## src/rtl/slpg_pkg.sv

```systemverilog
// Status LED pattern generator: shared types, mode codes, register indexes
// and reset values. No dependencies.
`timescale 1ns / 1ps

package slpg_pkg;

  localparam int CFG_INDEX_W = 2;
  localparam int CFG_DATA_W  = 16;
  localparam int TIME_W      = 32;
  localparam int MODE_W      = 3;
  localparam int LEVEL_W     = 8;

  // Register indexes
  localparam logic [CFG_INDEX_W-1:0] REG_BLINK_PERIOD = 2'd0;
  localparam logic [CFG_INDEX_W-1:0] REG_PULSE_PERIOD = 2'd1;
  localparam logic [CFG_INDEX_W-1:0] REG_PULSE_STEP   = 2'd2;

  // Register reset values
  localparam logic [15:0]        BLINK_PERIOD_RST = 16'd250;
  localparam logic [15:0]        PULSE_PERIOD_RST = 16'd15;
  localparam logic [LEVEL_W-1:0] PULSE_STEP_RST   = 8'd4;

  // Commands
  localparam logic CMD_TICK = 1'b0;
  localparam logic CMD_SET  = 1'b1;

  // Mode codes
  localparam logic [MODE_W-1:0] MODE_IDLE      = 3'd0;
  localparam logic [MODE_W-1:0] MODE_ESTOP     = 3'd1;
  localparam logic [MODE_W-1:0] MODE_BUSY      = 3'd2;
  localparam logic [MODE_W-1:0] MODE_ERROR     = 3'd3;
  localparam logic [MODE_W-1:0] MODE_NOT_HOMED = 3'd4;

  localparam logic [LEVEL_W-1:0] FULL = 8'd255;

  typedef struct packed {
    logic [15:0]        blink_period;
    logic [15:0]        pulse_period;
    logic [LEVEL_W-1:0] pulse_step;
  } slpg_cfg_t;

  typedef struct packed {
    logic              command;
    logic [TIME_W-1:0] now_ms;
    logic [MODE_W-1:0] new_mode;
  } slpg_item_t;

  typedef struct packed {
    logic [LEVEL_W-1:0] red;
    logic [LEVEL_W-1:0] green;
    logic [LEVEL_W-1:0] blue;
  } slpg_color_t;

  typedef struct packed {
    logic [MODE_W-1:0] mode;
    logic              shown_valid;
    slpg_color_t       shown_color;
  } slpg_status_t;

endpackage

```

## src/rtl/slpg_if.sv

```systemverilog
// Valid/ready channel interfaces for the status LED pattern generator:
// command items in, LED colors out. Depends on slpg_pkg.
`timescale 1ns / 1ps

interface slpg_in_if;
  import slpg_pkg::*;

  logic              valid;
  logic              ready;
  logic              command;
  logic [TIME_W-1:0] now_ms;
  logic [MODE_W-1:0] new_mode;

  modport source (output valid, command, now_ms, new_mode, input ready);
  modport sink   (input valid, command, now_ms, new_mode, output ready);
endinterface

interface slpg_out_if;
  import slpg_pkg::*;

  logic               valid;
  logic               ready;
  logic [LEVEL_W-1:0] red;
  logic [LEVEL_W-1:0] green;
  logic [LEVEL_W-1:0] blue;

  modport source (output valid, red, green, blue, input ready);
  modport sink   (input valid, red, green, blue, output ready);
endinterface

```

## src/rtl/slpg_cfg_regs.sv

```systemverilog
// Configuration registers: blink period, pulse period and pulse step,
// written through a plain write port. Depends on slpg_pkg.
`timescale 1ns / 1ps

module slpg_cfg_regs (
  input  logic                             clk,
  input  logic                             rst,
  input  logic                             write_enable,
  input  logic [slpg_pkg::CFG_INDEX_W-1:0] write_index,
  input  logic [slpg_pkg::CFG_DATA_W-1:0]  write_data,
  output slpg_pkg::slpg_cfg_t              cfg
);
  import slpg_pkg::*;

  always_ff @(posedge clk) begin
    if (rst) begin
      cfg.blink_period <= BLINK_PERIOD_RST;
      cfg.pulse_period <= PULSE_PERIOD_RST;
      cfg.pulse_step   <= PULSE_STEP_RST;
    end else if (write_enable) begin
      case (write_index)
        REG_BLINK_PERIOD: cfg.blink_period <= write_data;
        REG_PULSE_PERIOD: cfg.pulse_period <= write_data;
        REG_PULSE_STEP:   cfg.pulse_step   <= write_data[LEVEL_W-1:0];
        default: ;  // drop writes to unused indexes
      endcase
    end
  end

endmodule

```

## src/rtl/slpg_engine.sv

```systemverilog
// Pattern state and next-color logic: mode, blink phase, breathing ramp,
// step timestamp and the last shown color. Depends on slpg_pkg.
`timescale 1ns / 1ps

module slpg_engine (
  input  logic                   clk,
  input  logic                   rst,
  input  slpg_pkg::slpg_cfg_t    cfg,
  input  logic                   fire,
  input  slpg_pkg::slpg_item_t   item,
  output logic                   emit,
  output slpg_pkg::slpg_color_t  color,
  output slpg_pkg::slpg_status_t status
);
  import slpg_pkg::*;

  logic [MODE_W-1:0]  current_mode, current_mode_next;
  logic [TIME_W-1:0]  last_step_time, last_step_time_next;
  logic               blink_phase_on, blink_phase_on_next;
  logic [LEVEL_W-1:0] pulse_level, pulse_level_next;
  logic               pulse_rising, pulse_rising_next;
  slpg_color_t        shown_color;
  logic               shown_valid;

  logic [TIME_W-1:0]       elapsed;
  logic signed [LEVEL_W+1:0] ramp;
  logic                    have_color;

  assign elapsed = item.now_ms - last_step_time;

  always_comb begin
    if (pulse_rising) begin
      ramp = $signed({2'b00, pulse_level} + {2'b00, cfg.pulse_step});
    end else begin
      ramp = $signed({2'b00, pulse_level} - {2'b00, cfg.pulse_step});
    end
  end

  always_comb begin
    current_mode_next   = current_mode;
    last_step_time_next = last_step_time;
    blink_phase_on_next = blink_phase_on;
    pulse_level_next    = pulse_level;
    pulse_rising_next   = pulse_rising;
    have_color          = 1'b0;
    color               = '0;

    if (item.command == CMD_SET) begin
      if ((item.new_mode inside {[MODE_IDLE:MODE_NOT_HOMED]}) &&
          item.new_mode != current_mode) begin
        current_mode_next   = item.new_mode;
        blink_phase_on_next = 1'b1;
        pulse_level_next    = '0;
        pulse_rising_next   = 1'b1;
      end
    end else begin
      case (current_mode)
        MODE_IDLE: begin
          have_color  = 1'b1;
          color.green = FULL;
        end
        MODE_ESTOP: begin
          have_color = 1'b1;
          color.red  = FULL;
        end
        MODE_BUSY, MODE_ERROR: begin
          if (elapsed >= {16'd0, cfg.blink_period}) begin
            last_step_time_next = item.now_ms;
            blink_phase_on_next = !blink_phase_on;
            have_color          = 1'b1;
            if (current_mode == MODE_BUSY) begin
              color.green = blink_phase_on ? '0 : FULL;
            end else begin
              color.red = blink_phase_on ? '0 : FULL;
            end
          end
        end
        MODE_NOT_HOMED: begin
          if (elapsed >= {16'd0, cfg.pulse_period}) begin
            last_step_time_next = item.now_ms;
            have_color          = 1'b1;
            // clamp the ramp and turn it at either end
            if (ramp >= $signed({2'b00, FULL})) begin
              pulse_level_next  = FULL;
              pulse_rising_next = 1'b0;
            end else if (ramp <= $signed(10'sd0)) begin
              pulse_level_next  = '0;
              pulse_rising_next = 1'b1;
            end else begin
              pulse_level_next  = ramp[LEVEL_W-1:0];
            end
            color.blue = pulse_level_next;
          end
        end
        default: ;
      endcase
    end
  end

  assign emit = have_color && (!shown_valid || color != shown_color);

  always_ff @(posedge clk) begin
    if (rst) begin
      current_mode   <= MODE_NOT_HOMED;
      last_step_time <= '0;
      blink_phase_on <= 1'b1;
      pulse_level    <= '0;
      pulse_rising   <= 1'b1;
      shown_color    <= '0;
      shown_valid    <= 1'b0;
    end else if (fire) begin
      current_mode   <= current_mode_next;
      last_step_time <= last_step_time_next;
      blink_phase_on <= blink_phase_on_next;
      pulse_level    <= pulse_level_next;
      pulse_rising   <= pulse_rising_next;
      if (emit) begin
        shown_color <= color;
        shown_valid <= 1'b1;
      end
    end
  end

  assign status.mode        = current_mode;
  assign status.shown_valid = shown_valid;
  assign status.shown_color = shown_color;

endmodule

```

## src/rtl/status_led_pattern_generator_core.sv

```systemverilog
// Status LED pattern generator top level: input register, pattern engine,
// result register and configuration registers. Depends on slpg_pkg, slpg_if.
//
//   channel   dir  payload                      transfer when
//   items     in   command, now_ms, new_mode    items.valid && items.ready
//   colors    out  red, green, blue             colors.valid && colors.ready
//   write_*   in   write_index, write_data      write_enable
//
// One item a cycle when no color stalls: an item waits in the input register,
// the engine updates its state as it moves on, and any new color lands in the
// result register at that edge, so a tick's color passes the input register and then the result register.
// Reset (rst, synchronous) empties both registers and restores the register
// defaults. A stalled color holds the result register and the item behind it;
// the input register still takes an item while it is empty.
`timescale 1ns / 1ps

module status_led_pattern_generator_core (
  input  logic                             clk,
  input  logic                             rst,
  slpg_in_if.sink                          items,
  slpg_out_if.source                       colors,
  input  logic                             write_enable,
  input  logic [slpg_pkg::CFG_INDEX_W-1:0] write_index,
  input  logic [slpg_pkg::CFG_DATA_W-1:0]  write_data
);
  import slpg_pkg::*;

  slpg_cfg_t    cfg;
  slpg_item_t   in_item;
  logic         in_valid;
  logic         slot_free;
  logic         fire;
  logic         emit;
  slpg_color_t  color;
  slpg_status_t status;
  logic         out_valid;
  slpg_color_t  out_color;

  slpg_cfg_regs u_cfg (
    .clk          (clk),
    .rst          (rst),
    .write_enable (write_enable),
    .write_index  (write_index),
    .write_data   (write_data),
    .cfg          (cfg)
  );

  assign slot_free    = !out_valid || colors.ready;
  assign fire         = in_valid && slot_free;
  assign items.ready  = !in_valid || slot_free;

  always_ff @(posedge clk) begin
    if (rst) begin
      in_valid <= 1'b0;
    end else if (items.ready) begin
      in_valid <= items.valid;
    end
  end

  always_ff @(posedge clk) begin
    if (items.ready && items.valid) begin
      in_item.command  <= items.command;
      in_item.now_ms   <= items.now_ms;
      in_item.new_mode <= items.new_mode;
    end
  end

  slpg_engine u_engine (
    .clk    (clk),
    .rst    (rst),
    .cfg    (cfg),
    .fire   (fire),
    .item   (in_item),
    .emit   (emit),
    .color  (color),
    .status (status)
  );

  always_ff @(posedge clk) begin
    if (rst) begin
      out_valid <= 1'b0;
    end else if (fire && emit) begin
      out_valid <= 1'b1;
    end else if (colors.ready) begin
      out_valid <= 1'b0;
    end
  end

  always_ff @(posedge clk) begin
    if (fire && emit) begin
      out_color <= color;
    end
  end

  assign colors.valid = out_valid;
  assign colors.red   = out_color.red;
  assign colors.green = out_color.green;
  assign colors.blue  = out_color.blue;

  // a set-mode item never yields a color
  a_set_no_color: assert property (@(posedge clk) disable iff (rst)
    (fire && in_item.command == CMD_SET) |=> !colors.valid)
    else $error("color after set-mode item");

  // the pending color is the one the engine records as shown
  a_out_is_shown: assert property (@(posedge clk) disable iff (rst)
    colors.valid |-> (status.shown_valid && out_color == status.shown_color))
    else $error("pending color differs from shown color");

  // an emitted color always differs from what was shown before
  a_emit_changes: assert property (@(posedge clk) disable iff (rst)
    (fire && emit && status.shown_valid) |-> color != status.shown_color)
    else $error("repeated color emitted");

  // the mode register never holds an undefined code
  a_mode_range: assert property (@(posedge clk) disable iff (rst)
    (fire && in_item.command == CMD_SET) |=> status.mode <= MODE_NOT_HOMED)
    else $error("undefined mode stored");

endmodule
```

## src/flat_wrapper.sv

```systemverilog
// flat-port wrapper written by rule: the top's interface ports become plain ports
module status_led_pattern_generator_core_flat import slpg_pkg::*;
  (clk, rst, write_enable, write_index, write_data, items_valid, items_command, items_now_ms, items_new_mode, items_ready, colors_valid, colors_red, colors_green, colors_blue, colors_ready);
  slpg_in_if items_i ();
  slpg_out_if colors_i ();
  input  logic clk;
  input  logic rst;
  input  logic write_enable;
  input  logic [slpg_pkg::CFG_INDEX_W-1:0] write_index;
  input  logic [slpg_pkg::CFG_DATA_W-1:0] write_data;
  input wire logic [$bits(items_i.valid)-1:0] items_valid;
  input wire logic [$bits(items_i.command)-1:0] items_command;
  input wire logic [$bits(items_i.now_ms)-1:0] items_now_ms;
  input wire logic [$bits(items_i.new_mode)-1:0] items_new_mode;
  output wire logic [$bits(items_i.ready)-1:0] items_ready;
  output wire logic [$bits(colors_i.valid)-1:0] colors_valid;
  output wire logic [$bits(colors_i.red)-1:0] colors_red;
  output wire logic [$bits(colors_i.green)-1:0] colors_green;
  output wire logic [$bits(colors_i.blue)-1:0] colors_blue;
  input wire logic [$bits(colors_i.ready)-1:0] colors_ready;
  assign items_i.valid = items_valid;
  assign items_i.command = items_command;
  assign items_i.now_ms = items_now_ms;
  assign items_i.new_mode = items_new_mode;
  assign items_ready = items_i.ready;
  assign colors_valid = colors_i.valid;
  assign colors_red = colors_i.red;
  assign colors_green = colors_i.green;
  assign colors_blue = colors_i.blue;
  assign colors_i.ready = colors_ready;
  status_led_pattern_generator_core u_core (.clk(clk), .rst(rst), .items(items_i), .colors(colors_i), .write_enable(write_enable), .write_index(write_index), .write_data(write_data));
endmodule
```

## config.mk

```make
export PLATFORM = sky130hd
export DESIGN_NAME = status_led_pattern_generator_core_flat
export DESIGN_NICKNAME = d
export VERILOG_FILES = /design/src/rtl/slpg_pkg.sv /design/src/rtl/slpg_if.sv /design/src/rtl/slpg_cfg_regs.sv /design/src/rtl/slpg_engine.sv /design/src/rtl/status_led_pattern_generator_core.sv /design/src/flat_wrapper.sv
export SDC_FILE = /design/constraint.sdc
export NUM_CORES = 1
export LEC_CHECK = 0
export ABC_AREA = 1
export BUFFER_PORTS_ARGS = -buffer_cell sky130_fd_sc_hd__buf_2
export CAP_MARGIN = 20
export CORE_ASPECT_RATIO = 1.25
export CORE_MARGIN = 2
export CORE_UTILIZATION = 50
export CTS_BUF_LIST = sky130_fd_sc_hd__clkbuf_8
export DETAILED_ROUTE_END_ITERATION = 16
export GPL_TIMING_DRIVEN = 0
export PLACE_DENSITY_LB_ADDON = 0.05
export SYNTH_ARGS = -nofsm -noshare
export SYNTH_HDL_FRONTEND = slang
export SYNTH_SLANG_ARGS = --single-unit
```

## constraint.sdc

```tcl
create_clock -name clk -period 4.9 [get_ports clk]
set_clock_uncertainty 0.2 [all_clocks]
set_input_delay 0.245 -clock clk [delete_from_list [all_inputs] [get_ports clk]]
set_output_delay 0.245 -clock clk [all_outputs]
set_load 0.01 [all_outputs]
```

# [Word-level counts from Yosys, hierarchy flattened]
# Index checks and enable logic that the tools add are counted.
[totals] out_inout_bits=26 reg_bits=172 elab_cells=108
[op_classes] magnitude_cmp=6 bitwise=1 reduce_logical=33 n_eq_ne=11 n_mux=34 n_addsub=3
[ops] operator="$mux 8" count=11
[ops] operator="$ge 32x16->1" count=2
[ops] operator="$mux 32" count=2
[ops] operator="$pmux 32 s2" count=1
[ops] operator="$pmux 8 s2" count=2
[ops] operator="$sub 32x32->32" count=1
[ops] operator="$mux 24" count=1
[ops] operator="$ne 24x24->1" count=1
[ops] operator="$mux 16" count=1
[ops] operator="$mux 1" count=14
[ops] operator="$reduce_bool 2->1" count=6
[ops] operator="$ge 10x9->1 const B" count=1
[ops] operator="$le 10x1->1 const B" count=1
[ops] operator="$mux 10" count=1
[ops] operator="$reduce_and 5->1" count=2
[ops] operator="$add 8x8->9" count=1
[ops] operator="$sub 8x8->9" count=1
[ops] operator="$reduce_and 2->1" count=4
[ops] operator="$reduce_and 4->1" count=2
[ops] operator="$eq 3x2->1 const B" count=2
[ops] operator="$logic_and 1x1->1" count=6
[ops] operator="$ne 2x2->1 const B" count=3
[ops] operator="$logic_not 1->1" count=4
[ops] operator="$reduce_or 2->1" count=2
[ops] operator="other kinds (14)" count=16

# [Depth between registers and ports, before layout]
[logic_depth] depth_word=13 ltp_mapped=29 mapped_depth_nobuf=29

# [Cells and area by module]
# A second synthesis with hierarchy kept.
[hier_totals] hier_cells=1594 area_unflattened_um2=10882.9
[by_module_without_submodules] mod="slpg_engine" cells_each=1277 n_inst=1 area_per_inst_um2=7353.3
[by_module_without_submodules] mod="status_led_pattern_generator_core" cells_each=78 n_inst=1 area_per_inst_um2=1906.8
[by_module_without_submodules] mod="slpg_cfg_regs" cells_each=239 n_inst=1 area_per_inst_um2=1622.8

# [Least setup slack after synthesis]
# Ideal clock, no wire load.
[synth_timing] path_kind="register -> register" startpoint="register u_core.in_item[10] (netlist name)" endpoint="register u_core.out_color (netlist bit u_core.colors.blue[0]), enable pin" path_slack_ns=0.972 path_stages_with_launch=25 t_required_ns=4.366 path_buffers=2 arrival_ns=3.394 period_less_slack_ns=3.928 path_cell_list="edfxtp_1 -> ha_1 -> nand2_1 -> nor2_1 -> nand3_1 -> nand3_1 -> xor2_1 -> ha_1 -> a21oi_1 -> nor3_1 -> a211oi_1 -> a21oi_1 -> nor2_1 -> nand3_4 -> buf_6 -> nand3_1 -> nand2_1 -> nand2_1 -> nor2_1 -> nand2_2 -> nor2_4 -> nand2_4 -> buf_8 -> nand2_2 -> inv_1"
[synth_between] elab_chain_cells=9
[synth_rtl] item="from (decl)" line="status_led_pattern_generator_core.sv:29" rtl="slpg_item_t in_item;"
[synth_rtl] item="$sub 32x32->32 *" line="slpg_engine.sv:29" rtl="assign elapsed = item.now_ms - last_step_time;"
[synth_rtl] item="$ge 32x16->1 (on tied branches)" line="slpg_engine.sv:67, slpg_engine.sv:79"
[synth_rtl] item="$mux 16 or $mux 8 (tied branches)" line="slpg_engine.sv:67, slpg_engine.sv:79"
[synth_rtl] item="$pmux 8 s2 or $mux 8 (tied branches)" line="slpg_engine.sv:57" rtl="case (current_mode)"
[synth_rtl] item="$mux 24" line="slpg_engine.sv:48" rtl="if (item.command == CMD_SET) begin"
[synth_rtl] item="$ne 24x24->1" line="slpg_engine.sv:100" rtl="assign emit = have_color && (!shown_valid || color != shown_color);"
[synth_rtl] item="$logic_or 1x1->1" line="slpg_engine.sv:100"
[synth_rtl] item="$logic_and 1x1->1 *" line="slpg_engine.sv:100"
[synth_rtl] item="$logic_and 1x1->1 *" line="status_led_pattern_generator_core.sv:90" rtl="if (fire && emit) begin"
[synth_rtl] item="to (signal assigned)" line="status_led_pattern_generator_core.sv:91" rtl="out_color <= color;"
[synth_rtl] item="to (decl)" line="status_led_pattern_generator_core.sv:37" rtl="slpg_color_t out_color;"
# Every way passes the cells marked *; elsewhere a longest branch is shown, timed or not.
# A chain may end at the register's enable or synchronous reset.

# [Final worst setup path]
[layout_timing] startpoint="register u_core.in_item[8] (netlist name)" endpoint="register u_core.out_color (netlist bit u_core.colors.red[6]), enable pin"
# Same word-level chain as after synthesis.

==> impl_metrics.tcl <==
set metrics [dict create \
    synth_most_common_cell "nand2_1" \
    netlist_area_um2 9990 \
    dpl_worst_slack_ns -0.133 \
    slowest_delay_ns 0.43 \
    route.met3.wl_um 746 \
    ir_worst_vdd_v 0.000189 \
    finalCritPeriodShare_pct 92.8 \
    ant_nets 0 \
    highest_layer "met4" \
    clock_latency_ns 0.46 \
    placedCellCount 1817 \
    critPathArrivalTime_ns 4.55 \
    hold_viol_final 0 \
    fin_ws_ns 0.351 \
    finish.instance_area_um2 11800 \
    fin_cells 1907 \
    rrSetupSlack_ns 0.35 \
    place.port_buffers 84 \
    hold_class "in -> reg" \
    final_nets 1770 \
    clkTransAtPathRegs_ns 0.08 \
    clock.fmax_mhz 220 \
    critPathMaxFanout 10 \
    fin_tns_setup_ns 0 \
    ys_warn_count 0 \
    avgRoutedWirePerCell_um 13.6 \
    p_leak_nw 5.83 \
    async_reset_ff_share_pct 0 \
    finalSetupViolCount 0 \
    avgSynthCellArea_um2 6.81 \
    cp_cell_sequence "ha_2, nand2_1, nor2_2, nand3_1, nand3_2, xor2_2, ha_1, a21oi_1, nor3_1, a211oi_1, a21oi_1, nor2_2, nand3_4, buf_6, nand4_1, nand2_1, nor2_1, nand2_1, nor2_4, nand2_4, buf_8, nand2_4, clkinvlp_4" \
    drt_iter0_drc 436 \
    synth_ff_type "dfxtp_1" \
    synth.area.top_cells "dfxtp_1 20%, nand2_1 15%, edfxtp_1 14%" \
    route.met2.wl_mm 13.4 \
    rows 57 \
    cts-root-buf "clkbuf_8" \
    grt_max_degree 37 \
    ys_types 45 \
    initial_utilization_pct 51.1 \
    worstMarginPinSlew_ns 0.904 \
    crit_path_frequent_cell "nand2_1" \
    die_x_um 130 \
    required_ns 4.90 \
    synth_top_area_share_pct 19.6 \
    slew_headroom_pct 39.3 \
    antenna_found_initial 0 \
    cts_num_sinks 144 \
    vias_per_cell 4.92 \
    dp_hpwl_mm 20.3 \
    synth.largest_area_cell "dfxtp_1" \
    gp_congestion 0.966 \
    path_class "reg -> reg" \
    areaGrowthSynthToFinish_pct 18.2 \
    cts_tree "built" \
    cts_buffer_depth 2 \
    place_area_um2 10700 \
    vias 9373 \
    synth_nets 1609 \
    cp_top_family "simple AND/OR/NAND/NOR gates" \
    synth_common_cells "412 x nand2_1, 269 x inv_1, 106 x a21oi_1" \
    grt_pass1_vias 9164 \
    ios 85 \
    htreeDepth 4 \
    grt.overflow.total 0 \
    diodes 0 \
    final.min_clock_period_ns 4.55 \
    path_buf_inv 3 \
    core-area_um2 19500 \
    grt.total_usage_pct 25.6 \
    drcViolationCount 0 \
    drt_wl_total_mm 25.9 \
    drv_cap 0 \
    drive_gt1_share_pct 13.8 \
    synth_edf_count 46 \
    numCtsBuffers 17 \
    critical-path-slowest-cell "edfxtp_1" \
    power.density_nw_per_um2 265 \
    drv_slew 0 \
    end_kind "register" \
    rsz0062_at_grt "no" \
    synth_seq_cells 144 \
    die-area_um2 21100 \
    synth_seq_area_share_pct 33.5 \
    m1WireLength_mm 10.6 \
    grt_pass1_wl_mm 42.5 \
    status "completed" \
    drt-pass1-iter-count 7 \
    die_y_um 162 \
    worstSetupStartpointType "register" \
    synth_cells 1468 \
]
[worst reg2reg max path, cell delays in order, from the launching register on]
cell,delay [ns]
edfxtp_1,0.43
ha_2,0.42
nand2_1,0.14
nor2_2,0.17
nand3_1,0.12
nand3_2,0.15
xor2_2,0.22
ha_1,0.28
a21oi_1,0.15
nor3_1,0.06
a211oi_1,0.22
a21oi_1,0.13
nor2_2,0.25
nand3_4,0.15
buf_6,0.17
nand4_1,0.08
nand2_1,0.05
nor2_1,0.10
nand2_1,0.09
nor2_4,0.13
nand2_4,0.11
buf_8,0.18
nand2_4,0.11
clkinvlp_4,0.18
[state kept, by name, summed over array words and instances (netlist names)]
| signal | count |
|---|---|
| u_core.colors.green | 1 |
| u_core.u_engine.shown_valid | 1 |
| u_core.u_cfg.cfg | 40 |
| u_core.colors.red | 1 |
| u_core.in_item | 36 |
| u_core.u_engine.blink_phase_on | 1 |
| u_core.u_engine.pulse_rising | 1 |
| u_core.u_engine.pulse_level | 8 |
| u_core.colors.valid | 1 |
| u_core.u_engine.status | 10 |
| u_core.colors.blue | 8 |
| u_core.u_engine.last_step_time | 32 |
| u_core.in_valid | 1 |
| u_core.u_engine.current_mode | 3 |
[worst paths after layout]
check	from	endpoint	cells after the start
min	write_index[1]	u_core.u_cfg.cfg[25]$_SDFFE_PP1P_	4
min reg2reg	u_core.u_engine.last_step_time[15]$_SDFFE_PP0P_	u_core.u_engine.last_step_time[15]$_SDFFE_PP0P_	2
max reg2reg	u_core.in_item[8]$_DFFE_PP_	u_core.colors.red[6]$_DFFE_PP_	23
max	u_core.in_item[8]$_DFFE_PP_	u_core.colors.red[6]$_DFFE_PP_	23
[per-stage QoR]
stage          total power, mW  hold WS, ns  utilization (%)
2_1_floorplan             1.98        0.123                -
3_3_place_gp              2.19        0.221             55.0
3_5_place_dp              2.21        0.223             55.0
4_1_cts                   3.12      0.00364             59.8
5_1_grt                   3.33       0.0575             60.4
6_report                  3.13       0.0202             60.4
[cell families after synthesis]
family          synth area share (%)
compound gates                  12.5
xor+xnor                        1.67
fa+ha+maj                       10.5
buf+inv                         13.3
flops                           33.5
mux                            0.100
simple gates                    28.5
[where the power goes]
group | internal, mW | switching [mW]
clock network | 0.397 | 0.482
logic | 0.347 | 0.572
registers | 1.30 | 0.0317
total | 2.04 | 1.09
[timing repair]
| item | CTS | global route |
|---|---|---|
| endpoints found under the hold margin | 80 | 0 |
| pin swaps | 0 | 2 |
| gates resized for setup | 4 | 24 |
| hold buffers | 56 | 0 |
| gates cloned | 0 | 1 |
| endpoints found under the setup margin | 10 | 10 |
| setup buffers | 0 | 1 |
[cell usage in the layout, fill, tap and decap left out, types with 8 or more instances in the layout]
master and instances:
nand2_1 409, inv_1 270, a21oi_1 106, dfxtp_1 98, buf_2 88, nor2_1 82
nand3_1 76, o21ai_0 74, ha_1 72, dlygate4sd3_1 56, edfxtp_1 46, nand4_1 27
clkbuf_1 24, inv_2 18, nor2_2 18, a21oi_2 17, clkbuf_8 17, buf_4 16
nor3_1 15, o211ai_1 11, and2_1 9, nand2_2 9, xor2_1 8
[layer usage]
| layer | global-route usage [%] | vias to the layer above |
|---|---|---|
| met5 | 0 | - |
| met4 | 11.3 | 0 |
| met3 | 3.52 | 66 |
| met2 | 48.0 | 183 |
| met1 | 28.3 | 4172 |
| li1 | - | 4952 |
[area by class of cell]
| type | instances | area (um2) |
|---|---|---|
| fillers | 1887 | 7730 |
| plain buffers | 46 | 253 |
| multi-input cells | 990 | 5450 |
| clock buffers | 17 | 234 |
| repair buffers | 141 | 988 |
| well taps | 265 | 332 |
| inverters | 288 | 1080 |
| repair inverters | 1 | 7.51 |
| flip-flops and latches | 144 | 3340 |
| clock inverters | 15 | 121 |
No activity file was read; power rests on OpenSTA's default activity.
